<file path="src/design/khs_pkg.sv">
// ----------------------------------------------------------------------------
// khs_pkg
// Shared types and constants of the streaming k-th largest block.
// ----------------------------------------------------------------------------
package khs_pkg;

  localparam int K_MAX  = 16;
  localparam int DATA_W = 32;
  localparam int RANK_W = 5;
  localparam int ADDR_W = (K_MAX > 1) ? $clog2(K_MAX) : 1;
  localparam int CNT_W  = $clog2(K_MAX + 1);
  localparam int IDX_W  = ADDR_W + 2;

  localparam logic [RANK_W-1:0] RANK_RESET = RANK_W'(3);

  typedef struct packed {
    logic signed [DATA_W-1:0] sample;
    logic                     last_of_stream;
  } in_beat_t;

  typedef struct packed {
    logic signed [DATA_W-1:0] kth_value;
    logic                     kth_valid;
  } out_beat_t;

  typedef struct packed {
    logic              we;
    logic [ADDR_W-1:0] waddr;
    logic [DATA_W-1:0] wdata;
    logic              re;
    logic [ADDR_W-1:0] raddr;
  } ram_req_t;

endpackage

</file>
<file path="src/design/kth_largest_stream_min_heap.sv">
// ----------------------------------------------------------------------------
// kth_largest_stream_min_heap
// Running k-th largest of a signed sample stream, kept in a min-heap.
//
//   Channel  Direction  Handshake           Beat
//   in       input      in_valid/in_stall   sample, last_of_stream
//   out      output     out_valid/out_stall kth_value, kth_valid
//   cfg      input      cfg_valid/ready     kth_rank
//
// A sample that is only stored, or does not beat the root, goes on to output.
// A replacement sifts down, reading both children at each heap level walked;
// the heap build on the k-th sample loads and sifts each parent in turn.
// The single comparator and the single RAM read port serialise these steps.
// Reset sets the rank to 3 and clears the sample count, not the heap RAM.
// A pending configuration beat stalls the input, and the result waits in an
// output register while the next beat enters.
// ----------------------------------------------------------------------------
module kth_largest_stream_min_heap
  import khs_pkg::*;
(
  input  logic              clk_i,
  input  logic              rst_ni,
  input  logic              in_valid_i,
  output logic              in_stall_o,
  input  in_beat_t          in_beat_i,
  output logic              out_valid_o,
  input  logic              out_stall_i,
  output out_beat_t         out_beat_o,
  input  logic              cfg_valid_i,
  output logic              cfg_ready_o,
  input  logic [RANK_W-1:0] cfg_data_i
);

  logic [RANK_W-1:0] rank_q;
  logic [CNT_W-1:0]  rank_eff;
  logic              idle;
  logic              cfg_write;
  logic              res_valid;
  logic              res_ready;
  out_beat_t         res;
  ram_req_t          ram_req;
  logic [DATA_W-1:0] ram_rdata;
  logic              oval_q;
  out_beat_t         obeat_q;

  assign cfg_ready_o = idle;
  assign in_stall_o  = !idle || cfg_valid_i;
  assign cfg_write   = cfg_valid_i && cfg_ready_o;

  always_comb begin
    if (rank_q == '0) begin
      rank_eff = CNT_W'(1);
    end else if (32'(rank_q) > K_MAX) begin
      rank_eff = CNT_W'(K_MAX);
    end else begin
      rank_eff = CNT_W'(rank_q);
    end
  end

  always_ff @(posedge clk_i or negedge rst_ni) begin
    if (!rst_ni) begin
      rank_q <= RANK_RESET;
    end else if (cfg_write) begin
      rank_q <= cfg_data_i;
    end
  end

  khs_core u_core (
    .clk_i       (clk_i),
    .rst_ni      (rst_ni),
    .rank_i      (rank_eff),
    .start_i     (in_valid_i && !in_stall_o),
    .item_i      (in_beat_i),
    .cfg_clear_i (cfg_write),
    .idle_o      (idle),
    .res_valid_o (res_valid),
    .res_ready_i (res_ready),
    .res_o       (res),
    .ram_req_o   (ram_req),
    .ram_rdata_i (ram_rdata)
  );

  khs_ram #(
    .WIDTH (DATA_W),
    .DEPTH (K_MAX)
  ) u_heap_ram (
    .clk_i   (clk_i),
    .we_i    (ram_req.we),
    .waddr_i (ram_req.waddr),
    .wdata_i (ram_req.wdata),
    .re_i    (ram_req.re),
    .raddr_i (ram_req.raddr),
    .rdata_o (ram_rdata)
  );

  assign res_ready = !oval_q || !out_stall_i;

  always_ff @(posedge clk_i or negedge rst_ni) begin
    if (!rst_ni) begin
      oval_q <= 1'b0;
    end else if (res_valid && res_ready) begin
      oval_q <= 1'b1;
    end else if (!out_stall_i) begin
      oval_q <= 1'b0;
    end
  end

  always_ff @(posedge clk_i) begin
    if (res_valid && res_ready) begin
      obeat_q <= res;
    end
  end

  assign out_valid_o = oval_q;
  assign out_beat_o  = obeat_q;

endmodule

</file>
<file path="src/design/khs_ram.sv">
// ----------------------------------------------------------------------------
// khs_ram
// Generic single write port, single read port RAM with registered read data.
// ----------------------------------------------------------------------------
module khs_ram #(
  parameter int WIDTH = 32,
  parameter int DEPTH = 16,
  localparam int AW = (DEPTH > 1) ? $clog2(DEPTH) : 1
) (
  input  logic             clk_i,
  input  logic             we_i,
  input  logic [AW-1:0]    waddr_i,
  input  logic [WIDTH-1:0] wdata_i,
  input  logic             re_i,
  input  logic [AW-1:0]    raddr_i,
  output logic [WIDTH-1:0] rdata_o
);

  logic [WIDTH-1:0] mem_q [DEPTH];
  logic [WIDTH-1:0] rdata_q;

  always_ff @(posedge clk_i) begin
    if (we_i) begin
      mem_q[waddr_i] <= wdata_i;
    end
    if (re_i) begin
      rdata_q <= mem_q[raddr_i];
    end
  end

  assign rdata_o = rdata_q;

endmodule

</file>
<file path="src/design/khs_core.sv">
// ----------------------------------------------------------------------------
// khs_core
// Sequencer and shared comparator that store, build and sift the min-heap.
// ----------------------------------------------------------------------------
module khs_core
  import khs_pkg::*;
(
  input  logic              clk_i,
  input  logic              rst_ni,
  input  logic [CNT_W-1:0]  rank_i,
  input  logic              start_i,
  input  in_beat_t          item_i,
  input  logic              cfg_clear_i,
  output logic              idle_o,
  output logic              res_valid_o,
  input  logic              res_ready_i,
  output out_beat_t         res_o,
  output ram_req_t          ram_req_o,
  input  logic [DATA_W-1:0] ram_rdata_i
);

  typedef enum logic [9:0] {
    ST_IDLE  = 10'b0000000001,
    ST_TEST  = 10'b0000000010,
    ST_LOAD  = 10'b0000000100,
    ST_LOADW = 10'b0000001000,
    ST_RDL   = 10'b0000010000,
    ST_RDR   = 10'b0000100000,
    ST_CMPR  = 10'b0001000000,
    ST_CMPP  = 10'b0010000000,
    ST_FIN   = 10'b0100000000,
    ST_OUT   = 10'b1000000000
  } state_e;

  state_e             state_q, state_d;
  logic [CNT_W-1:0]   seen_q, seen_d;
  logic [CNT_W-1:0]   bp_q, bp_d;
  logic               build_q, build_d;
  logic               last_q, last_d;
  logic               valid_q, valid_d;
  logic [ADDR_W-1:0]  pos_q, pos_d;
  logic [ADDR_W-1:0]  cidx_q, cidx_d;
  logic [DATA_W-1:0]  cur_q, cur_d;
  logic [DATA_W-1:0]  child_q, child_d;
  logic [DATA_W-1:0]  root_q;

  logic [IDX_W-1:0]   left_idx;
  logic [IDX_W-1:0]   right_idx;
  logic [IDX_W-1:0]   k_idx;
  logic [CNT_W:0]     seen_inc;
  logic [CNT_W-1:0]   half_k;
  logic [DATA_W-1:0]  cmp_a;
  logic [DATA_W-1:0]  cmp_b;
  logic               cmp_lt;
  ram_req_t           req;

  assign left_idx  = (IDX_W'(pos_q) << 1) + IDX_W'(1);
  assign right_idx = left_idx + IDX_W'(1);
  assign k_idx     = IDX_W'(rank_i);
  assign seen_inc  = {1'b0, seen_q} + (CNT_W + 1)'(1);
  assign half_k    = rank_i >> 1;

  always_comb begin
    cmp_a = child_q;
    cmp_b = cur_q;
    case (state_q)
      ST_TEST: begin
        cmp_a = root_q;
        cmp_b = cur_q;
      end
      ST_CMPR: begin
        cmp_a = ram_rdata_i;
        cmp_b = child_q;
      end
      default: begin
        cmp_a = child_q;
        cmp_b = cur_q;
      end
    endcase
  end

  assign cmp_lt = $signed(cmp_a) < $signed(cmp_b);

  always_comb begin
    state_d = state_q;
    seen_d  = seen_q;
    bp_d    = bp_q;
    build_d = build_q;
    last_d  = last_q;
    valid_d = valid_q;
    pos_d   = pos_q;
    cidx_d  = cidx_q;
    cur_d   = cur_q;
    child_d = child_q;
    req     = '0;
    case (state_q)
      ST_IDLE: begin
        if (cfg_clear_i) begin
          seen_d = '0;
        end else if (start_i) begin
          cur_d  = item_i.sample;
          last_d = item_i.last_of_stream;
          if (seen_inc < {1'b0, rank_i}) begin
            req.we    = 1'b1;
            req.waddr = seen_q[ADDR_W-1:0];
            req.wdata = item_i.sample;
            seen_d    = seen_inc[CNT_W-1:0];
            valid_d   = 1'b0;
            state_d   = ST_OUT;
          end else if (seen_inc == {1'b0, rank_i}) begin
            req.we    = 1'b1;
            req.waddr = seen_q[ADDR_W-1:0];
            req.wdata = item_i.sample;
            seen_d    = rank_i;
            valid_d   = 1'b1;
            if (half_k == '0) begin
              state_d = ST_OUT;
            end else begin
              bp_d    = half_k;
              pos_d   = ADDR_W'(half_k - CNT_W'(1));
              build_d = 1'b1;
              state_d = ST_LOAD;
            end
          end else begin
            valid_d = 1'b1;
            state_d = ST_TEST;
          end
        end
      end
      ST_TEST: begin
        if (cmp_lt) begin
          pos_d   = '0;
          build_d = 1'b0;
          state_d = ST_RDL;
        end else begin
          state_d = ST_OUT;
        end
      end
      ST_LOAD: begin
        req.re    = 1'b1;
        req.raddr = pos_q;
        state_d   = ST_LOADW;
      end
      ST_LOADW: begin
        cur_d   = ram_rdata_i;
        state_d = ST_RDL;
      end
      ST_RDL: begin
        if (left_idx >= k_idx) begin
          state_d = ST_FIN;
        end else begin
          req.re    = 1'b1;
          req.raddr = left_idx[ADDR_W-1:0];
          cidx_d    = left_idx[ADDR_W-1:0];
          state_d   = ST_RDR;
        end
      end
      ST_RDR: begin
        child_d = ram_rdata_i;
        if (right_idx < k_idx) begin
          req.re    = 1'b1;
          req.raddr = right_idx[ADDR_W-1:0];
        end
        state_d = ST_CMPR;
      end
      ST_CMPR: begin
        if ((right_idx < k_idx) && cmp_lt) begin
          child_d = ram_rdata_i;
          cidx_d  = right_idx[ADDR_W-1:0];
        end
        state_d = ST_CMPP;
      end
      ST_CMPP: begin
        if (cmp_lt) begin
          req.we    = 1'b1;
          req.waddr = pos_q;
          req.wdata = child_q;
          pos_d     = cidx_q;
          state_d   = ST_RDL;
        end else begin
          state_d = ST_FIN;
        end
      end
      ST_FIN: begin
        req.we    = 1'b1;
        req.waddr = pos_q;
        req.wdata = cur_q;
        if (build_q && (bp_q > CNT_W'(1))) begin
          bp_d    = bp_q - CNT_W'(1);
          pos_d   = ADDR_W'(bp_q - CNT_W'(2));
          state_d = ST_LOAD;
        end else begin
          build_d = 1'b0;
          state_d = ST_OUT;
        end
      end
      ST_OUT: begin
        if (res_ready_i) begin
          if (last_q) begin
            seen_d = '0;
          end
          state_d = ST_IDLE;
        end
      end
      default: begin
        state_d = ST_IDLE;
      end
    endcase
  end

  always_ff @(posedge clk_i or negedge rst_ni) begin
    if (!rst_ni) begin
      state_q <= ST_IDLE;
      seen_q  <= '0;
      bp_q    <= '0;
      build_q <= 1'b0;
      last_q  <= 1'b0;
      valid_q <= 1'b0;
    end else begin
      state_q <= state_d;
      seen_q  <= seen_d;
      bp_q    <= bp_d;
      build_q <= build_d;
      last_q  <= last_d;
      valid_q <= valid_d;
    end
  end

  always_ff @(posedge clk_i) begin
    pos_q   <= pos_d;
    cidx_q  <= cidx_d;
    cur_q   <= cur_d;
    child_q <= child_d;
    if (req.we && (req.waddr == '0)) begin
      root_q <= req.wdata;
    end
  end

  assign ram_req_o       = req;
  assign idle_o          = (state_q == ST_IDLE);
  assign res_valid_o     = (state_q == ST_OUT);
  assign res_o.kth_value = valid_q ? root_q : '0;
  assign res_o.kth_valid = valid_q;

endmodule

</file>
<file path="config.mk">
export PLATFORM = sky130hd
export DESIGN_NAME = kth_largest_stream_min_heap
export DESIGN_NICKNAME = d
export VERILOG_FILES = /design/src/design/khs_pkg.sv /design/src/design/kth_largest_stream_min_heap.sv /design/src/design/khs_ram.sv /design/src/design/khs_core.sv
export SDC_FILE = /design/constraint.sdc
export NUM_CORES = 1
export LEC_CHECK = 0
export BUFFER_PORTS_ARGS = -buffer_cell sky130_fd_sc_hd__buf_4
export CORE_ASPECT_RATIO = 1.25
export CORE_MARGIN = 5
export CORE_UTILIZATION = 40
export DETAILED_ROUTE_END_ITERATION = 10
export HOLD_SLACK_MARGIN = 0.15
export MAX_ROUTING_LAYER = met4
export PLACE_DENSITY = 0.58
export SYNTH_ARGS = -nofsm -noshare
export SYNTH_HDL_FRONTEND = slang
export SYNTH_SLANG_ARGS = --single-unit
</file>
<file path="constraint.sdc">
create_clock -name clk_i -period 6 [get_ports clk_i]
set_input_delay 0.6 -clock clk_i [delete_from_list [all_inputs] [get_ports clk_i]]
set_output_delay 0.6 -clock clk_i [all_outputs]
set_load 0.02 [all_outputs]
</file>
==> results.md <==
- Status: complete, no violations
- Reg2reg path depth: 15
- Final period utilization: 0.9461
- Post-synth EDFFs: 649
- CTS tree: done
- Crit-path slowest cell: a21oi_4
- FMAX: 176.2 MHz
- Final Worst Setup Slack: 0.3236 ns
- Leading post-synthesis cells by cell area: edfxtp_1 66%, nand2_1 6.4%, nand3_1 3.6%
- Slowest stage delay, CP: ~0.6 ns
- FF+latch count, synth: 678
- Switch share: 0.3091
- Row cnt: 111
- Syn_nets: 2362
- Asr flop ratio synth: 0.04277
- Worst-path cell chain: nor4_4, and4b_2, buf_4, a22oi_1, nand2_1, ha_1, a22o_1, o41ai_1, o311a_1, and4bb_2, o211a_1, nand2b_1, nand3_1, a21oi_4, buf_12
- CP required: 6.29 ns
- Seq/Total Area, Yosys: 0.6883
- Worst skew pair latency: 0.60 ns
- Root Buffer: clkbuf_16
- Post-Syn Area: 0.02938 mm²
- Power Density: 384.4 mW/mm²
- Leak: 12.37 nW
- DRC Markers: 0
- Number of global-route vias before repair: around 19000
- Max Cap Viol: 0
- Crit path max-delay family: compound AO/OA/AOI/OAI gates
- # IOs: 79
- Max_slew headroom: 0.1176
- Cell Int Power: a little under 0.009 W
- Initial core utilization: 0.4021
- Max rail drop VDD: 0.2413 mV
- CTS HTree Levels: 3
- Combinational group share of total power: 0.214
- Net Sw Power: ~0.0040 W
- Area Overhead vs Synth: 14.10%
- R2r endpoint: u_heap_ram.mem_q[13][10]$_DFFE_PP_
- Top_reg_cell synth: edfxtp_1
- CTS clk-pin slew, worst paths: 0.06 ns
- DP Area: 0.03143 mm²
- Vias after detailed routing: 19215
- WL final: 83050 µm
- Hold depth: 2
- CTS Buf Count: between 60 and 70
- Number of max-slew violations in the final report: 0
- CP Capture Type: flop
- Worst r2r src: u_core.state_q[6]$_DFFE_PN0P_
- Post-synthesis average cell area: 12.95 µm²
- IO Port Bufs: roughly 80
- Largest net degree at the start of global routing: 145
- Levels on crit path: 15
- Syn Inst Count: 2268
- Cell accounting for the most synthesized area: edfxtp_1
- Post-place setup slack: around 0.33 ns
- RSZ-0062 raised after global routing: false
- Vias per cell: ~5.7
- Die Width: 252.4 µm
- Clock group share of total power: 0.315
- Post-synthesis cell type count: 74
- Crit path arrival time: 5.96 ns
- CP max FO: 27
- CTS Sinks: ~680
- Seq pwr share: 0.471
- Final setup violation count: 0
- GPL Wtd Cong: between 0.8 and 0.9
- Layout Skew: ~0.023 ns
- Setup TNS: 0 ns
- Min-delay worst type: input port to flop
- NumNets Final: 2444
- Longest Clk Path Bufs: 3
- Initial antenna violation count: 2
- Hold Path Sink: u_core.last_q$_DFFE_PN0P_
- Worst Hold Launch: in_beat_i[0]
- WS Path Type: flop to flop
- Share of the synthesized area in the top cell type: 0.6634
- Dpl hpwl: 53280 µm
- # fillers: 6548
- Final ANT Viol Nets: 0
- Minimum clock period: 5.676 ns
- Worst slew pin tran: 1.324 ns
- 1st-pass router iterations: 6
- Overall power: between 0.01 and 0.015 W
- Crit path buffers/inverters: 2
- Final hold viol count: 0
- Die Ht: 313.0 µm
- DRT iter0 DRCs: 1818
- Gr usage total: 0.2114
- R2r setup slk: 0.32 ns
- Finished Cell Area: 0.03352 mm²
- Grt ovf: 0
- Fraction of layout cells with a size suffix above 1: 0.1459
- Core area: 0.07305 mm²
- Ys Warns: 0
- Avg WL per Cell: approximately 25 µm
- Worst setup SP type: flop
- First-pass GRT wire length: 123300 µm
- Die area: 0.07899 mm²
==> flip-flops by register name (all words and copies together), names as in the netlist, 4 cells and up <==
signal              cells
u_heap_ram.mem_q      512
rank_q                  5
u_core.child_q         32
out_beat_o             33
u_core.state_q         10
u_core.cur_q           32
u_heap_ram.rdata_o     32
u_core.seen_q           5
u_core.cidx_q           4
u_core.bp_q             5
u_core.pos_q            4
==> timing repair <==
item / 4_1_cts / 5_1_grt
hold buffers: 1 / 0
resized for setup: 0 / 2
setup buffers: 0 / 1
setup endpoints to repair: 0 / 93
endpoints found under the hold margin: 26 / 0
==> cells in the final DEF, fill, tap and decap left out, types with 6 or more instances in the layout <==
| cell type | count |
|---|---|
| dfrtp_1 | 26 |
| nand2_1 | 504 |
| nand2b_1 | 7 |
| nor4_1 | 6 |
| a21oi_1 | 62 |
| nor3_1 | 8 |
| o21ai_0 | 24 |
| buf_4 | 141 |
| clkinv_2 | 9 |
| o22ai_1 | 11 |
| nor2_4 | 12 |
| nand3_1 | 213 |
| a31oi_1 | 37 |
| clkinv_1 | 15 |
| buf_12 | 9 |
| o211ai_1 | 27 |
| a211oi_2 | 20 |
| mux2_2 | 41 |
| nor2_1 | 27 |
| inv_6 | 6 |
| inv_1 | 53 |
| ha_1 | 51 |
| and3_1 | 60 |
| clkbuf_16 | 68 |
| a21oi_4 | 6 |
| nor2b_1 | 6 |
| a222oi_1 | 33 |
| and2_1 | 32 |
| a211o_1 | 6 |
| edfxtp_1 | 649 |
| xnor2_1 | 6 |
| a22oi_1 | 33 |
| mux2i_1 | 76 |
| clkbuf_1 | 12 |
==> worst max-delay path by stage <==
stage	slack [ns]	start	to
global route	0.04	u_core.state_q[6]$_DFFE_PN0P_	u_heap_ram.mem_q[13][10]$_DFFE_PP_
global placement	0.43	u_core.state_q[6]$_DFFE_PN0P_	u_heap_ram.mem_q[13][11]$_DFFE_PP_
detailed placement	0.33	u_core.state_q[1]$_DFFE_PN0P_	u_heap_ram.mem_q[1][15]$_DFFE_PP_
floorplan	0.04	rank_q[1]$_DFFE_PN1P_	u_heap_ram.rdata_o[0]$_DFFE_PP_
CTS	0.34	u_core.state_q[1]$_DFFE_PN0P_	u_heap_ram.mem_q[1][21]$_DFFE_PP_
finish	0.32	u_core.state_q[6]$_DFFE_PN0P_	u_heap_ram.mem_q[13][10]$_DFFE_PP_
==> power by group through the flow <==
stage,clock [W],combinational [W],sequential [W]
2_1_floorplan,0,0.00181,0.00594
3_3_place_gp,0,0.00269,0.00615
3_5_place_dp,0,0.00273,0.00615
4_1_cts,0.00414,0.00275,0.00605
5_1_grt,0.00433,0.00303,0.00608
6_report,0.00406,0.00276,0.00607
==> logic make-up (layout without fill, tap and decap cells) <==
group,Yosys count,in the layout,synth area share
compound gates,303,303,0.07573
simple gates,915,915,0.1418
mux,117,117,0.04161
buf+inv,194,325,0.02786
flops,678,678,0.6883
xor+xnor,10,10,0.002981
other cells,0,1,0
fa+ha+maj,51,51,0.02172
==> worst register-to-register path: cells and delay by family, from the launching register on <==
family | cells | cell delay, ns
and+or+nand+nor | 6 | 1.86
buffers and inverters | 2 | 0.70
DFF | 1 | 0.42
AOI/OAI and AO/OA | 6 | 2.14
adders and majority gates | 1 | 0.23
==> synthesized netlist by cell type, types with 7 or more instances <==
master and instances:
edfxtp_1 649, nand2_1 504, nand3_1 213, mux2i_1 76, a21oi_1 68, clkbuf_1 63
and3_1 60, inv_1 53, buf_2 51, ha_1 51, mux2_2 41, nor2_1 41
a31oi_1 38, a222oi_1 33, a22oi_1 33, and2_1 32, o211ai_1 27, dfrtp_1 26
o21ai_0 24, a211oi_2 20, buf_1 20, o22ai_1 11, nor3_1 8, nand2b_1 7
==> metrics by stage <==
| stage | hold WS, ns | utilization | cells |
|---|---|---|---|
| after floorplan | 0.3044 | - | 2268 |
| after global placement | 0.4557 | 0.4302 | 3239 |
| after detailed placement | 0.4642 | 0.4302 | 3239 |
| after CTS | 0.2046 | 0.4587 | 3358 |
| after global routing | 0.2370 | 0.4588 | 3359 |
| final | 0.2418 | 0.4588 | 3360 |
==> final cells by class <==
type / count / area [µm²] / share of cell area
multi-input combinational: 1396 / 8566 / 0.2556
timing repair buffer: 151 / 1249 / 0.03725
tap: 960 / 1201 / 0.03584
sequential: 678 / 20220 / 0.6032
clock buffer: 81 / 1760 / 0.05252
inverter: 56 / 212.7 / 0.006346
antenna: 1 / 2.502 / 0.00007466
clock inverter: 37 / 309.0 / 0.009220
==> metal layers <==
| metal | global-route usage | routed length (µm) |
|---|---|---|
| met1 | 0.2834 | 34810 |
| met2 | 0.3416 | 40690 |
| met3 | 0.02349 | 5154 |
| met4 | 0.06688 | 2391 |
| met5 | - | 0 |
Power figures use the tool's default switching activity.
